<file path="src/rtl/alsc_pkg.sv">
`timescale 1ns / 1ps
// Package for the AL state change sequencer: codes, register addresses and
// the structs passed between the configuration block, the step logic and the top level.
// No dependencies.
package alsc_pkg;

   // slave register addresses
   localparam logic [15:0] REG_CONTROL  = 16'h0120;
   localparam logic [15:0] REG_STATUS   = 16'h0130;
   localparam logic [15:0] REG_CODE     = 16'h0134;
   localparam logic [7:0]  STATE_NIBBLE = 8'h0F;
   localparam logic [7:0]  ACK_ERR_BIT  = 8'h10;

   localparam logic [1:0] CMD_FULL    = 2'd0;
   localparam logic [1:0] CMD_ACK     = 2'd1;
   localparam logic [1:0] CMD_OUTCOME = 2'd2;

   localparam logic [1:0] DG_RECEIVED = 2'd0;
   localparam logic [1:0] DG_TIMEOUT  = 2'd1;

   localparam logic [1:0] RQ_NONE   = 2'd0;
   localparam logic [1:0] RQ_RESEND = 2'd1;
   localparam logic [1:0] RQ_WRITE  = 2'd2;
   localparam logic [1:0] RQ_READ   = 2'd3;

   localparam logic [1:0] OUT_BUSY    = 2'd0;
   localparam logic [1:0] OUT_SUCCESS = 2'd1;
   localparam logic [1:0] OUT_FAILED  = 2'd2;

   typedef enum logic [2:0] {
      PH_IDLE      = 3'd0,
      PH_CHECK     = 3'd1,
      PH_STATUS    = 3'd2,
      PH_CODE      = 3'd3,
      PH_ACK       = 3'd4,
      PH_CHECK_ACK = 3'd5,
      PH_END       = 3'd6,
      PH_ERROR     = 3'd7
   } phase_type;

   typedef struct packed {
      logic [19:0] write_timeout_ticks;
      logic [19:0] status_timeout_ticks;
      logic [3:0]  retry_limit;
   } cfg_type;

   typedef struct packed {
      phase_type   phase;
      logic        ack_only_mode;
      logic [7:0]  target_state;
      logic [7:0]  previous_state;
      logic [7:0]  latest_state;
      logic [15:0] station;
      logic [3:0]  retries_left;
      logic        time_pending;
      logic [31:0] start_time;
      logic        error_mark;
   } seq_state_type;

   typedef struct packed {
      logic [1:0]  command;
      logic [7:0]  want_state;
      logic [15:0] slave_station;
      logic [7:0]  known_state;
      logic [1:0]  datagram_status;
      logic [15:0] wkc;
      logic [15:0] read_data;
      logic [31:0] sent_time;
      logic [31:0] received_time;
   } req_item_type;

   typedef struct packed {
      logic [1:0]  request_kind;
      logic [15:0] register_address;
      logic [15:0] write_value;
      logic [15:0] target_station;
      logic [1:0]  outcome;
      logic [7:0]  slave_state;
      logic        slave_error;
      logic [15:0] al_status_code;
      logic        al_code_valid;
   } rsp_item_type;

endpackage

</file>
<file path="src/rtl/alsc_csr.sv">
`timescale 1ns / 1ps
// APB-style configuration registers of the AL state change sequencer.
// Depends on alsc_pkg.
module alsc_csr import alsc_pkg::*; (
   input  logic        clock,
   input  logic        reset,
   input  logic        csr_psel,
   input  logic        csr_penable,
   input  logic        csr_pwrite,
   input  logic [3:0]  csr_paddr,
   input  logic [31:0] csr_pwdata,
   output logic [31:0] csr_prdata,
   output logic        csr_pready,
   output cfg_type     cfg
);

   localparam logic [1:0] IDX_WRITE_TIMEOUT  = 2'd0;
   localparam logic [1:0] IDX_STATUS_TIMEOUT = 2'd1;
   localparam logic [1:0] IDX_RETRY_LIMIT    = 2'd2;

   cfg_type    cfg_ff;
   logic       wr_en;
   logic [1:0] idx;

   assign csr_pready = 1'b1;
   assign idx        = csr_paddr[3:2];
   assign wr_en      = csr_psel && csr_penable && csr_pwrite && csr_pready;
   assign cfg        = cfg_ff;

   always_ff @(posedge clock) begin
      if (reset) begin
         cfg_ff.write_timeout_ticks  <= 20'd3000;
         cfg_ff.status_timeout_ticks <= 20'd1000;
         cfg_ff.retry_limit          <= 4'd3;
      end else if (wr_en) begin
         unique case (idx)
            IDX_WRITE_TIMEOUT:  cfg_ff.write_timeout_ticks  <= csr_pwdata[19:0];
            IDX_STATUS_TIMEOUT: cfg_ff.status_timeout_ticks <= csr_pwdata[19:0];
            IDX_RETRY_LIMIT:    cfg_ff.retry_limit          <= csr_pwdata[3:0];
            default: ;
         endcase
      end
   end

   always_comb begin
      unique case (idx)
         IDX_WRITE_TIMEOUT:  csr_prdata = {12'd0, cfg_ff.write_timeout_ticks};
         IDX_STATUS_TIMEOUT: csr_prdata = {12'd0, cfg_ff.status_timeout_ticks};
         IDX_RETRY_LIMIT:    csr_prdata = {28'd0, cfg_ff.retry_limit};
         default:            csr_prdata = 32'd0;
      endcase
   end

endmodule

</file>
<file path="src/rtl/alsc_step.sv">
`timescale 1ns / 1ps
// Step logic of the AL state change sequencer: next sequencer state and the
// result item for one accepted transfer. Depends on alsc_pkg.
module alsc_step import alsc_pkg::*; (
   input  seq_state_type cur,
   input  cfg_type       cfg,
   input  req_item_type  item,
   output seq_state_type nxt,
   output rsp_item_type  rsp
);

   typedef enum logic [2:0] {
      ACT_NONE,
      ACT_RESEND,
      ACT_WR_TARGET,
      ACT_WR_LATEST,
      ACT_ACK_CODE,
      ACT_RD_STATUS,
      ACT_RD_CODE
   } act_type;

   act_type     act;
   logic [31:0] start_eff;
   logic [31:0] elapsed;
   logic        wto_hit;
   logic        sto_hit;
   logic        wc_one;
   logic [7:0]  data_state;

   assign start_eff  = cur.time_pending ? item.sent_time : cur.start_time;
   assign elapsed    = item.received_time - start_eff;
   assign wto_hit    = elapsed >= {12'd0, cfg.write_timeout_ticks};
   assign sto_hit    = elapsed >= {12'd0, cfg.status_timeout_ticks};
   assign wc_one     = item.wkc == 16'd1;
   assign data_state = item.read_data[7:0];

   // next state
   always_comb begin
      nxt = cur;
      act = ACT_NONE;
      if (item.command == CMD_FULL || item.command == CMD_ACK) begin
         nxt.station        = item.slave_station;
         nxt.latest_state   = item.known_state;
         nxt.previous_state = item.known_state;
         nxt.error_mark     = 1'b0;
         if (item.command == CMD_FULL) begin
            nxt.ack_only_mode = 1'b0;
            nxt.target_state  = item.want_state;
            nxt.time_pending  = 1'b1;
            nxt.phase         = PH_CHECK;
            act               = ACT_WR_TARGET;
         end else begin
            nxt.ack_only_mode = 1'b1;
            nxt.target_state  = 8'd0;
            nxt.phase         = PH_ACK;
            act               = ACT_WR_LATEST;
         end
      end else if (item.command == CMD_OUTCOME && cur.phase != PH_IDLE &&
                   cur.phase != PH_END && cur.phase != PH_ERROR) begin
         if (item.datagram_status == DG_TIMEOUT && cur.retries_left != 4'd0) begin
            nxt.retries_left = cur.retries_left - 4'd1;
            act              = ACT_RESEND;
         end else if (item.datagram_status != DG_RECEIVED) begin
            nxt.phase = PH_ERROR;
         end else begin
            unique case (cur.phase)
               PH_CHECK: begin
                  nxt.time_pending = 1'b0;
                  nxt.start_time   = start_eff;
                  if (item.wkc == 16'd0) begin
                     if (wto_hit) nxt.phase = PH_ERROR;
                     else act = ACT_WR_TARGET;
                  end else if (!wc_one) begin
                     nxt.phase = PH_ERROR;
                  end else begin
                     nxt.time_pending = 1'b1;
                     nxt.phase        = PH_STATUS;
                     act              = ACT_RD_STATUS;
                  end
               end
               PH_STATUS: begin
                  if (!wc_one) begin
                     nxt.phase = PH_ERROR;
                  end else begin
                     nxt.time_pending = 1'b0;
                     nxt.start_time   = start_eff;
                     nxt.latest_state = data_state;
                     if (data_state == cur.target_state) begin
                        nxt.phase = PH_END;
                     end else if (data_state != cur.previous_state) begin
                        // new low nibble: spontaneous change, taken as the new old state; else a refusal
                        if ((data_state & STATE_NIBBLE) !=
                            (cur.previous_state & STATE_NIBBLE)) begin
                           nxt.previous_state = data_state;
                           act                = ACT_RD_STATUS;
                        end else begin
                           nxt.error_mark = 1'b1;
                           nxt.phase      = PH_CODE;
                           act            = ACT_RD_CODE;
                        end
                     end else if (sto_hit) begin
                        nxt.phase = PH_ERROR;
                     end else begin
                        act = ACT_RD_STATUS;
                     end
                  end
               end
               PH_CODE: begin
                  // acknowledge goes ahead even if the code read failed
                  nxt.phase = PH_ACK;
                  act       = wc_one ? ACT_ACK_CODE : ACT_WR_LATEST;
               end
               PH_ACK: begin
                  if (!wc_one) begin
                     nxt.phase = PH_ERROR;
                  end else begin
                     nxt.time_pending = 1'b1;
                     nxt.phase        = PH_CHECK_ACK;
                     act              = ACT_RD_STATUS;
                  end
               end
               PH_CHECK_ACK: begin
                  if (!wc_one) begin
                     nxt.phase = PH_ERROR;
                  end else begin
                     nxt.time_pending = 1'b0;
                     nxt.start_time   = start_eff;
                     nxt.latest_state = data_state;
                     if ((data_state & ACK_ERR_BIT) == 8'd0) begin
                        nxt.phase = cur.ack_only_mode ? PH_END : PH_ERROR;
                     end else if (sto_hit) begin
                        nxt.phase = PH_ERROR;
                     end else begin
                        act = ACT_RD_STATUS;
                     end
                  end
               end
               PH_IDLE, PH_END, PH_ERROR: ;
            endcase
         end
      end
      // a fresh request restores the resend budget
      if (act != ACT_NONE && act != ACT_RESEND) begin
         nxt.retries_left = cfg.retry_limit;
      end
   end

   // result item
   always_comb begin
      rsp.request_kind     = RQ_NONE;
      rsp.register_address = 16'd0;
      rsp.write_value      = 16'd0;
      rsp.al_status_code   = 16'd0;
      rsp.al_code_valid    = 1'b0;
      unique case (act)
         ACT_NONE: ;
         ACT_RESEND: rsp.request_kind = RQ_RESEND;
         ACT_WR_TARGET: begin
            rsp.request_kind     = RQ_WRITE;
            rsp.register_address = REG_CONTROL;
            rsp.write_value      = {8'd0, nxt.target_state};
         end
         ACT_WR_LATEST: begin
            rsp.request_kind     = RQ_WRITE;
            rsp.register_address = REG_CONTROL;
            rsp.write_value      = {8'd0, nxt.latest_state};
         end
         ACT_ACK_CODE: begin
            rsp.request_kind     = RQ_WRITE;
            rsp.register_address = REG_CONTROL;
            rsp.write_value      = {8'd0, nxt.latest_state};
            rsp.al_status_code   = item.read_data;
            rsp.al_code_valid    = 1'b1;
         end
         ACT_RD_STATUS: begin
            rsp.request_kind     = RQ_READ;
            rsp.register_address = REG_STATUS;
         end
         ACT_RD_CODE: begin
            rsp.request_kind     = RQ_READ;
            rsp.register_address = REG_CODE;
         end
         default: ;
      endcase
      rsp.target_station = nxt.station;
      rsp.slave_state    = nxt.latest_state;
      rsp.slave_error    = nxt.error_mark;
      if (nxt.phase == PH_END)        rsp.outcome = OUT_SUCCESS;
      else if (nxt.phase == PH_ERROR) rsp.outcome = OUT_FAILED;
      else                            rsp.outcome = OUT_BUSY;
   end

endmodule

</file>
<file path="src/rtl/al_state_change_sequencer.sv">
`timescale 1ns / 1ps
// Top level of the AL state change sequencer. Depends on alsc_pkg, alsc_csr and alsc_step.
//
// Each accepted req_ transfer (a start command or one datagram outcome) yields
// exactly one rsp_ transfer that names the next datagram to issue and the
// progress of the change. The step logic sits between the sequencer state
// registers and a single result register, so a transfer is accepted every
// cycle while the result register is empty or being drained; the result is offered in
// the cycle after acceptance. Timeout checks compare received_time against the send time
// of the first datagram of a polling phase, modulo 2^32. The user must write configuration
// through the csr_ port while no transfer is in flight; the block does not enforce this.
module al_state_change_sequencer import alsc_pkg::*; (
   input  logic         clock,
   input  logic         reset,
   input  logic         req_tvalid,
   output logic         req_tready,
   // [7:0] target state, [23:8] station address, [31:24] known slave state,
   // [33:32] datagram_status, [49:34] working count, [65:50] read_data,
   // [97:66] sent_time, [129:98] received_time, [135:130] zero
   input  logic [135:0] req_tdata,
   // [1:0] command
   input  logic [1:0]   req_tuser,
   output logic         rsp_tvalid,
   input  logic         rsp_tready,
   // [15:0] register_address, [31:16] write_value, [47:32] target_station,
   // [49:48] outcome, [57:50] slave_state, [58] slave_error,
   // [74:59] al_status_code, [75] al_code_valid, [79:76] zero
   output logic [79:0]  rsp_tdata,
   // [1:0] request_kind
   output logic [1:0]   rsp_tuser,
   input  logic         csr_psel,
   input  logic         csr_penable,
   input  logic         csr_pwrite,
   input  logic [3:0]   csr_paddr,
   input  logic [31:0]  csr_pwdata,
   output logic [31:0]  csr_prdata,
   output logic         csr_pready
);

   cfg_type       cfg;
   req_item_type  item;
   seq_state_type state_ff;
   seq_state_type state_in;
   rsp_item_type  rsp_in;
   rsp_item_type  rsp_ff;
   logic          rsp_valid_ff;
   logic          accept;

   alsc_csr u_csr (
      .clock       (clock),
      .reset       (reset),
      .csr_psel    (csr_psel),
      .csr_penable (csr_penable),
      .csr_pwrite  (csr_pwrite),
      .csr_paddr   (csr_paddr),
      .csr_pwdata  (csr_pwdata),
      .csr_prdata  (csr_prdata),
      .csr_pready  (csr_pready),
      .cfg         (cfg)
   );

   assign item.command         = req_tuser;
   assign item.want_state      = req_tdata[7:0];
   assign item.slave_station   = req_tdata[23:8];
   assign item.known_state     = req_tdata[31:24];
   assign item.datagram_status = req_tdata[33:32];
   assign item.wkc             = req_tdata[49:34];
   assign item.read_data       = req_tdata[65:50];
   assign item.sent_time       = req_tdata[97:66];
   assign item.received_time   = req_tdata[129:98];

   alsc_step u_step (
      .cur  (state_ff),
      .cfg  (cfg),
      .item (item),
      .nxt  (state_in),
      .rsp  (rsp_in)
   );

   assign req_tready = !rsp_valid_ff || rsp_tready;
   assign accept     = req_tvalid && req_tready;

   always_ff @(posedge clock) begin
      if (reset) begin
         state_ff     <= '0;
         rsp_valid_ff <= 1'b0;
      end else if (accept) begin
         state_ff     <= state_in;
         rsp_valid_ff <= 1'b1;
      end else if (rsp_tready) begin
         rsp_valid_ff <= 1'b0;
      end
   end

   // result payload, hold while stalled
   always_ff @(posedge clock) begin
      if (accept) begin
         rsp_ff <= rsp_in;
      end
   end

   assign rsp_tvalid = rsp_valid_ff;
   assign rsp_tuser  = rsp_ff.request_kind;
   assign rsp_tdata  = {4'd0, rsp_ff.al_code_valid, rsp_ff.al_status_code,
                        rsp_ff.slave_error, rsp_ff.slave_state, rsp_ff.outcome,
                        rsp_ff.target_station, rsp_ff.write_value,
                        rsp_ff.register_address};

`ifndef SYNTHESIS
   // a finished sequence never asks for another datagram
   a_done_no_request: assert property (@(posedge clock) disable iff (reset)
      rsp_tvalid && rsp_ff.outcome != OUT_BUSY |-> rsp_ff.request_kind == RQ_NONE)
      else $error("request issued with a finished outcome");

   // a code is only reported together with the acknowledge write
   a_code_with_ack: assert property (@(posedge clock) disable iff (reset)
      rsp_tvalid && rsp_ff.al_code_valid |->
         rsp_ff.request_kind == RQ_WRITE && rsp_ff.register_address == REG_CONTROL)
      else $error("status code reported without acknowledge write");

   // the station follows the last start command
   a_station_from_start: assert property (@(posedge clock) disable iff (reset)
      accept && (req_tuser == CMD_FULL || req_tuser == CMD_ACK) |=>
         rsp_ff.target_station == $past(req_tdata[23:8]))
      else $error("target station does not match start command");

   // no result is offered straight after reset
   a_reset_empty: assert property (@(posedge clock)
      reset |=> !rsp_tvalid)
      else $error("result valid after reset");
`endif

endmodule

</file>
<file path="config.mk">
export PLATFORM = sky130hd
export DESIGN_NAME = al_state_change_sequencer
export DESIGN_NICKNAME = d
export VERILOG_FILES = /design/src/rtl/alsc_pkg.sv /design/src/rtl/alsc_csr.sv /design/src/rtl/alsc_step.sv /design/src/rtl/al_state_change_sequencer.sv
export SDC_FILE = /design/constraint.sdc
export NUM_CORES = 1
export LEC_CHECK = 0
export ABC_AREA = 1
export BUFFER_PORTS_ARGS = -buffer_cell sky130_fd_sc_hd__buf_2
export CORE_AREA = 3 3 214 216
export CTS_BUF_LIST = sky130_fd_sc_hd__clkbuf_16
export DETAILED_ROUTE_END_ITERATION = 8
export DIE_AREA = 0 0 217 219
export GPL_TIMING_DRIVEN = 0
export PLACE_DENSITY = 0.47
export SLEW_MARGIN = 10
export SYNTH_ARGS = -nofsm -noshare
export SYNTH_HDL_FRONTEND = slang
export SYNTH_SLANG_ARGS = --single-unit
</file>
<file path="constraint.sdc">
create_clock -name clock -period 5.2 [get_ports clock]
set_clock_uncertainty 0.1 [all_clocks]
set_input_delay 0.52 -clock clock [delete_from_list [all_inputs] [get_ports clock]]
set_output_delay 0.52 -clock clock [all_outputs]
set_load 0.1 [all_outputs]
</file>
==> reports/results.txt, run 1 <==
tightest hold margin: 162 ps
Syn Inst Count: 1696
Seq cells post-synth: 183
internal power: 0.00263 W
routability cong.: 0.907
crit-path most repeated cell: nand2_1
# clock sinks: 183
Pwr Total: 0.00425 W
Logic pwr share: 30.2%
hold-critical path depth: 3
crit path max-delay cell type: ha_1
reg-to-reg startpoint: state_ff[33]$_SDFFE_PP0P_
Syn. warnings: 0
total grt overflow: 0
n_diodes: 0
DRT antenna net count: 0
Iter 0 DRT Violations: 768
TritonCTS clock tree: yes
register area share after synthesis: 34.3%
vias per cell: 4.58
R2R cell count: 30
most common cell after layout, fill and taps aside: nand2_1
Peak VDD IR: 213 uV
cts hold-fix bufs: 0
Post-Syn Area: 0.0123 mm^2
Root Driver: clkbuf_16
Seq pwr share: 36.9%
Max Fclk: 0.209 GHz
Critical Path RT: 5340 ps
Chip Height: 219 um
pin count of the biggest net entering global routing: 50
P per Cell Area: 279 mW/mm^2
crit end category: flip-flop
Crit Path Class: flip-flop to flip-flop
Synth area leader: dfxtp_1
drt first pass iters: 5
EDFF count, synth: 56
fin nets: 2248
ys flop type: dfxtp_1
gr usage total: 17.8%
Final setup violation count: 0
Skew-Pair Late Insertion Delay: 490 ps
Post-Route WL: 42.8 mm
Longest Clk Path Bufs: 2
max-slew violations: 0
Tcrit/Tclk final: 91.9%
R2R Path End: rsp_tdata[18]$_DFFE_PP_
CP Launch Type: flip-flop
Die ar.: 0.0475 mm^2
Hold Startpoint: csr_pwdata[9]
core area: 0.0441 mm^2
CP max FO: 10
Max-Cap Viols: 0
wire length per cell: 16.5 um
I/O pins: 298
H-tree level count: 4
Slew headroom: 33.1%
worst-margin pin slew: 990 ps
number of global-route vias before repair: 11411
global-route wire length before repair: 64.5 mm
Mean Syn Cell Area: 7.26 um^2
RSZ-0062 raised after global routing: no
Rows: 77
Distinct cells, synth: 54
critical path's largest stage delay: 350 ps
top cell type's share of synthesized area: 20.6%
Vias: 11893
WP buf/inv: 3
synthesis-to-layout area growth: 23.7%
Die Wd: 217 um
Fin. Hold Viols: 0
status: finished, final reports clean
CTS Buf Count: 17
clock share of power: 32.9%
worst hold path type: input pin to flip-flop
switching share of power: 37.9%
CTS clk-pin slew, worst paths: 70 ps
worst hold endpoint: u_csr.cfg[13]$_SDFFE_PP1P_
initial antenna violation count: 0
Sw Pwr: 0.00161 W
layout cells sized above 1: 20.7%
number of remaining DRC errors: 0
fraction of registers with async set/reset: 0%
minimum clock period: 4780 ps
Top delay family on crit path: simple AND/OR/NAND/NOR gates
Buffers on Ports: 239
P_leak: 7.46 nW
most frequent cells in the layout: nand2_1 (379), inv_1 (266), buf_2 (240)
synth top area cells: dfxtp_1 (21%), edfxtp_1 (14%), nand2_1 (12%)
WP data arrival: 4920 ps
Initial Util: 27.9%
r2r setup slk: 420 ps
DPL Wire Length: 34.3 mm
==> repair_timing <==
item,4_1_cts,5_1_grt
pin swaps,0,2
gates resized for setup,9,37
endpoints found under the setup margin,37,35
buffers inserted,0,2
==> worst max-delay path by stage <==
stage                                         start                 endpoint  slack (ps)  depth (start not counted)
after floorplan             rsp_tvalid$_SDFFE_PP0P_  rsp_tdata[16]$_DFFE_PP_         760                          5
after global placement    state_ff[33]$_SDFFE_PP0P_  rsp_tdata[23]$_DFFE_PP_        -430                         30
after detailed placement  state_ff[33]$_SDFFE_PP0P_  rsp_tdata[18]$_DFFE_PP_        -450                         30
after CTS                 state_ff[33]$_SDFFE_PP0P_  rsp_tdata[18]$_DFFE_PP_           7                         30
after global routing      state_ff[33]$_SDFFE_PP0P_  rsp_tdata[18]$_DFFE_PP_          50                         30
final                     state_ff[33]$_SDFFE_PP0P_  rsp_tdata[18]$_DFFE_PP_         420                         30
==> registers in the layout, indices dropped and copies added (netlist names) <==
| name | cells |
|---|---|
| rsp_tuser | 1 |
| state_ff | 82 |
| rsp_tvalid | 1 |
| rsp_tdata | 55 |
| u_csr.cfg | 44 |
==> kinds of logic (layout without fill, tap and decap cells) <==
kind of cell,Yosys count,in the layout,share of synthesized area (%)
AOI/OAI and AO/OA,355,355,17.3
muxes,30,30,2.44
xor gates and xnor gates,30,30,2.13
adders and majority gates,75,75,7.68
and+or+nand+nor,655,655,23.7
DFF,183,183,34.3
other,2,37,0.0610
buffers and inverters,366,640,12.5
==> layer usage <==
| metal | up-vias | track usage [%] | wire (um) |
|---|---|---|---|
| met5 | - | 0 | 0 |
| met4 | 0 | 5.54 | 895 |
| met3 | 43 | 4.02 | 2100 |
| met2 | 275 | 29.9 | 20300 |
| met1 | 5500 | 22.9 | 19400 |
| li1 | 6075 | - | - |
==> final cells by class <==
cell class	count	area [um^2]
sequential	183	4220
clock inverter	15	176
timing repair buffer	242	1240
fill	4867	28900
clock buffer	17	425
tap	592	741
buffer	95	556
multi-input combinational	1182	6860
inverter	271	1020
==> cells in the mapped netlist (30+ instances only) <==
cell / number
a21oi_1: 106
buf_4: 39
clkbuf_1: 49
dfxtp_1: 127
edfxtp_1: 56
ha_1: 74
inv_1: 264
mux2i_1: 30
nand2_1: 379
nand3_1: 49
nor2_1: 125
o211a_1: 30
o21ai_0: 139
==> through the flow <==
step / TNS, ps / instances / instance area (um^2) / setup WS [ps] / util (%)
global route: 0 / 2597 / 15200 / 49.2 / 34.5
CTS: 0 / 2595 / 15000 / 6.53 / 34.1
global placement: -10750 / 2562 / 14400 / -427 / 32.6
detailed placement: -10820 / 2563 / 14400 / -448 / 32.7
finish: 0 / 2597 / 15200 / 421 / 34.5
floorplan: 0 / 1731 / 12400 / 765 / -
==> power by group through the flow <==
stage               Clock, W  Sequential [W]  Combinational, W
finish               0.00140         0.00157           0.00128
global route         0.00149         0.00157           0.00140
CTS                  0.00144         0.00157           0.00127
detailed placement         0         0.00160           0.00126
global placement           0         0.00160           0.00125
floorplan                  0         0.00181          0.000730
==> worst reg2reg max path, delay by kind of cell (launching register included) <==
family          cells  cell delay, ps
compound gates      4             520
xor+xnor            1             330
fa+ha+maj           2             650
buf+inv             3             470
flops               1             310
mux                 1             260
simple gates       19            1890
(Power assumes the default switching activity.)
==> inputs of run 2 (changes only) <==
- CTS_BUF_LIST: sky130_fd_sc_hd__clkbuf_16 -> sky130_fd_sc_hd__clkbuf_4
==> reports/results.txt, run 2 (same netlist as run 1, synthesis figures left out) <==
Root Driver: clkbuf_4
Post-Layout Cell Count: 2668 (+2.7%)
gr usage total: 18.1% (+0.30 points)
fin nets: 2316 (+3.0%)
CTS clk-pin slew, worst paths: 170 ps (+100 ps)
drt first pass iters: 7 (+2)
register area: 0.00422 mm^2 (unchanged)
worst-margin pin slew: 1040 ps (+54.7 ps)
critical path's largest stage delay: 350 ps (about the same)
core area: 0.0441 mm^2 (unchanged)
pin count of the biggest net entering global routing: 50 (unchanged)
Longest Clk Path Bufs: 2 (unchanged)
I/O pins: 298 (unchanged)
Skew-Pair Late Insertion Delay: 750 ps (+260 ps)
Multi-input gate area: 0.00684 mm^2 (-0.36%)
# clock sinks: 183 (unchanged)
Buffers on Ports: 239 (unchanged)
GRT met2 Usage: 30.6% (+0.70 points)
Placed Cells: 2563 (unchanged)
vias per cell: 4.55 (-0.55%)
Critical Path RT: 5610 ps (+270 ps)
Die ar.: 0.0475 mm^2 (unchanged)
R2R Path End: rsp_tdata[22]$_DFFE_PP_
final setup margin: 404 ps (-16.7 ps)
reg-to-reg startpoint: state_ff[33]$_SDFFE_PP0P_
status: finished, final reports clean
DPL Wire Length: 34.3 mm (unchanged)
Chip Height: 219 um (unchanged)
DRT antenna net count: 0 (unchanged)
WP data arrival: 5200 ps (+280 ps)
routability cong.: 0.907 (unchanged)
most common cell after layout, fill and taps aside: nand2_1
synthesis-to-layout area growth: 26.8%
met3 Use GR: 3.75% (-0.26 points)
Largest Register: state_ff
Fin. Hold Viols: 0 (unchanged)
RSZ-0062 raised after global routing: no
Iter 0 DRT Violations: 769 (+0.13%)
total grt overflow: 0 (unchanged)
Vias: 12151 (+2.2%)
crit end category: flip-flop
r2r setup slk: 400 ps (-20 ps)
R2R cell count: 30 (unchanged)
Slew headroom: 29.4% (-3.7 points)
Post-Route WL: 43.3 mm (+1.2%)
Die Wd: 217 um (unchanged)
CP max FO: 10 (unchanged)
CTS Buf Count: 17 (unchanged)
Initial Util: 27.9% (unchanged)
crit path max-delay cell type: ha_1
pre-CTS setup slack: -448 ps (unchanged)
H-tree level count: 4 (unchanged)
Max-Cap Viols: 0 (unchanged)
number of global-route vias before repair: 11738 (+2.9%)
wire length per cell: 16.2 um (-1.4%)
Max Fclk: 0.209 GHz (-0.35%)
Peak VDD IR: 142 uV (-33%)
Tcrit/Tclk final: 92.2% (+0.32 points)
P_leak: 7.62 nW (+2.1%)
CP Launch Type: flip-flop
Rows: 77 (unchanged)
P per Cell Area: 245 mW/mm^2 (-12%)
max-slew violations: 0 (unchanged)
minimum clock period: 4800 ps (+16.7 ps)
global-route layer with the greatest usage: met2
final core utilization: 35.4% (+0.84 points)
worst hold path type: input pin to flip-flop
crit-path most repeated cell: nand2_1
layout cells sized above 1: 20.2% (-0.58 points)
TritonCTS clock tree: yes
Setup crit end: rsp_tdata[22]$_DFFE_PP_
Largest register FFs: 82 (unchanged)
initial antenna violation count: 2 (+2)
Crit Path Class: flip-flop to flip-flop
most frequent cells in the layout: nand2_1 (379), inv_1 (264), buf_2 (240)
Final setup violation count: 0 (unchanged)
met1 usage: 23.1% (+0.17 points)
Pwr Total: 0.00382 W (-10%)
number of remaining DRC errors: 0 (unchanged)
total of fill cells in the finished design: 4854 (-0.27%)
worst setup path start: state_ff[33]$_SDFFE_PP0P_
tightest hold margin: 100 ps (-61.6 ps)
global-route wire length before repair: 65.8 mm (+1.9%)
[run 2: worst min-delay path by stage]
stage	startpoint	endpoint	slack [ps]	depth (start not counted)
after global routing	req_tdata[55]	rsp_tdata[64]$_SDFFCE_PN0P_	50	3
after global placement	state_ff[50]$_SDFFE_PP0P_	state_ff[50]$_SDFFE_PP0P_	340	2
after detailed placement	state_ff[46]$_SDFFE_PP0P_	state_ff[46]$_SDFFE_PP0P_	340	2
final	req_tdata[29]	state_ff[67]$_SDFFE_PP0P_	100	5
after CTS	req_tdata[29]	state_ff[67]$_SDFFE_PP0P_	0.8	5
after floorplan	state_ff[78]$_SDFFE_PP0P_	state_ff[78]$_SDFFE_PP0P_	320	2
[run 2: critical path: cells and delay by family, from the launching register on]
family,cells,cell delay [ps]
and+or+nand+nor,19,1870
adders and majority gates,2,650
AOI/OAI and AO/OA,4,520
buffers and inverters,3,460
DFF,1,340
xor gates and xnor gates,1,320
muxes,1,250
[run 2: power breakdown]
part	internal, W	switching, W
logic	0.000371	0.000948
registers	0.00154	0.0000260
clock network	0.000350	0.000580
[run 2: per-stage QoR]
| stage | TNS, ps | area (um^2) |
|---|---|---|
| detailed placement | -10820 | 14400 |
| floorplan | 0 | 12400 |
| CTS | 0 | 15400 |
| global placement | -10750 | 14400 |
| finish | 0 | 15600 |
| global route | 0 | 15600 |
[run 2: layout make-up]
class	count	area share, %
clock inverter	13	1.08
sequential	183	27.1
multi-input combinational	1182	43.8
buffer	95	3.56
inverter	271	6.52
antenna	3	0.0481
tap	592	4.74
timing repair buffer	310	12.3
clock buffer	19	0.914
[run 2: repair_timing]
| action | 4_1_cts | 5_1_grt |
|---|---|---|
| hold buffers | 68 | 0 |
| hold endpoints to repair | 99 | 0 |
| setup endpoints to repair | 37 | 35 |
| setup buffers | 0 | 2 |
| pin swaps | 0 | 2 |
| resized for setup | 10 | 32 |
[run 2: layer usage]
layer,vias to the layer above,wire length (um),part of all wire (%)
li1,6209,-,-
met1,5598,19300,45
met2,293,20700,48
met3,51,2240,5.2
met4,0,1070,2.5
met5,-,0,0
==> inputs of run 3 (changes only) <==
- CORE_AREA: 3 3 214 216 -> 2 2 213 215
- DIE_AREA: 0 0 217 219 -> 0 0 215 217
- GPL_ROUTABILITY_DRIVEN: unset -> 0
- PLACE_DENSITY: 0.47 -> 0.49
- clock period: 5.2 -> 4.4 ns (I/O delays scaled with it)
==> reports/results.txt, run 3 (same netlist as run 1, synthesis figures left out) <==
Peak VDD IR: 228 uV (+61%)
drt first pass iters: 5 (-2)
Die ar.: 0.0467 mm^2 (-1.8%)
Rows: 78 (+1.3%)
worst hold path type: input pin to flip-flop
most frequent cells in the layout: nand2_1 (335), inv_1 (256), buf_2 (239)
P_leak: 8.08 nW (+6.1%)
total grt overflow: 0 (unchanged)
Tcrit/Tclk final: 103% (+11 points)
Crit Path Class: flip-flop to flip-flop
WP data arrival: 4940 ps (-260 ps)
Max-Cap Viols: 0 (unchanged)
initial antenna violation count: 3 (+1)
crit end category: flip-flop
CP Launch Type: flip-flop
crit path max-delay cell type: dfxtp_2
Critical Path RT: 4820 ps (-790 ps)
Final setup violation count: 28 (+28)
worst-margin pin slew: 1040 ps (-2.24 ps)
Fin. Hold Viols: 0 (unchanged)
final core utilization: 38.6% (+3.2 points)
CTS Buf Count: 17 (unchanged)
critical path's largest stage delay: 370 ps (+20 ps)
synthesis-to-layout area growth: 40.0%
Setup TNS: -2750 ps (-2750 ps)
Post-Route WL: 44.0 mm (+1.7%)
Initial Util: 27.6% (-0.36 points)
I/O pins: 298 (unchanged)
Buffers on Ports: 239 (unchanged)
tightest hold margin: 102 ps (+1.10 ps)
P per Cell Area: 273 mW/mm^2 (+12%)
number of global-route vias before repair: 12427 (+5.9%)
layout cells sized above 1: 27.4% (+7.2 points)
H-tree level count: 4 (unchanged)
gr usage total: 18.7% (+0.62 points)
pin count of the biggest net entering global routing: 60 (+20%)
Skew-Pair Late Insertion Delay: 760 ps (about the same)
Pwr Total: 0.00470 W (+23%)
Die Wd: 215 um (-0.92%)
Largest register FFs: 82 (unchanged)
fin nets: 2377 (+2.6%)
final setup margin: -120 ps (-525 ps)
crit-path most repeated cell: nand2_1
vias per cell: 4.58 (+0.60%)
RSZ-0062 raised after global routing: yes
CP max FO: 8 (-2)
status: complete, but fails checks
Iter 0 DRT Violations: 640 (-17%)
number of remaining DRC errors: 0 (unchanged)
max-slew violations: 0 (unchanged)
minimum clock period: 4520 ps (-275 ps)
Largest Register: state_ff
wire length per cell: 16.1 um (-0.83%)
global-route wire length before repair: 67.2 mm (+2.1%)
core area: 0.0447 mm^2 (+1.3%)
CTS clk-pin slew, worst paths: 170 ps (about the same)
Longest Clk Path Bufs: 2 (unchanged)
DRT antenna net count: 0 (unchanged)
Max Fclk: 0.221 GHz (+6.1%)
most common cell after layout, fill and taps aside: nand2_1
Root Driver: clkbuf_4
# clock sinks: 183 (unchanged)
Slew headroom: 29.5% (+0.15 points)
TritonCTS clock tree: yes
DPL Wire Length: 33.6 mm (-2.0%)
Chip Height: 217 um (-0.91%)
Vias: 12535 (+3.2%)
violated checks: setup timing
[run 3: cell count changes in the layout (fill, tap and decap cells not counted), sizes merged]
cell,before,now
buf,287,321
dlygate4sd3,68,96
clkinv,5,9
clkbuf,69,66
bufinv,3,2
clkinvlp,3,2
diode,3,2
[run 3: final cells by class]
| type | count | area [um^2] |
|---|---|---|
| Multi-Input combinational cell | 1182 | 7900 |
| Timing Repair Buffer | 371 | 2480 |
| Sequential cell | 183 | 4230 |
| Buffer | 95 | 583 |
| Clock inverter | 15 | 149 |
| Antenna cell | 2 | 5.00 |
| Inverter | 271 | 1020 |
| Clock buffer | 17 | 128 |
| Tap cell | 600 | 751 |
| Fill cell | 4754 | 27500 |
[run 3: final timing paths]
path                              from                         to  slack (ps)  depth (start not counted)
max          state_ff[33]$_SDFFE_PP0P_    rsp_tdata[22]$_DFFE_PP_        -120                         27
min                         csr_pwrite  u_csr.cfg[9]$_SDFFE_PP1P_         100                          5
max reg2reg  state_ff[33]$_SDFFE_PP0P_    rsp_tdata[22]$_DFFE_PP_        -120                         27
min reg2reg  state_ff[40]$_SDFFE_PP0P_  state_ff[40]$_SDFFE_PP0P_         360                          2
[run 3: timing repair]
action                     in CTS  in global routing
hold buffers                   96                  0
gates resized for setup       148                108
pin swaps                      17                 58
setup endpoints to repair      38                 38
hold endpoints to repair      138                  0
cloned                          1                  0
buffers inserted               21                 13
[run 3: power breakdown]
group	total, W	internal, W	switching (W)
sequential	0.00185	0.00182	0.0000316
clock	0.00104	0.000338	0.000700
combinational	0.00181	0.000581	0.00123
total	0.00470	0.00274	0.00196
[run 3: routing by layer]
metal	up-vias	GRT usage (%)	wire length, um
met4	2	8.34	1210
met2	320	31.9	21300
met5	-	0	13
met1	5823	23.2	19500
met3	57	3.37	2020
li1	6333	-	-
[run 3: worst max-delay path: cells and delay by family (launching register included)]
family	cells	cell delay [ps]
compound gates	2	300
xor+xnor	1	270
fa+ha+maj	2	490
buf+inv	4	510
flops	1	370
mux	1	300
simple gates	17	1930
[run 3: per-stage QoR]
stage	area [um^2]	setup WS, ps	instances
6_report	17200	-120	2736
5_1_grt	17200	-317	2736
4_1_cts	16700	-14.3	2721
3_5_place_dp	14400	-1300	2571
3_3_place_gp	14400	-1260	2570
2_1_floorplan	12400	138	1731
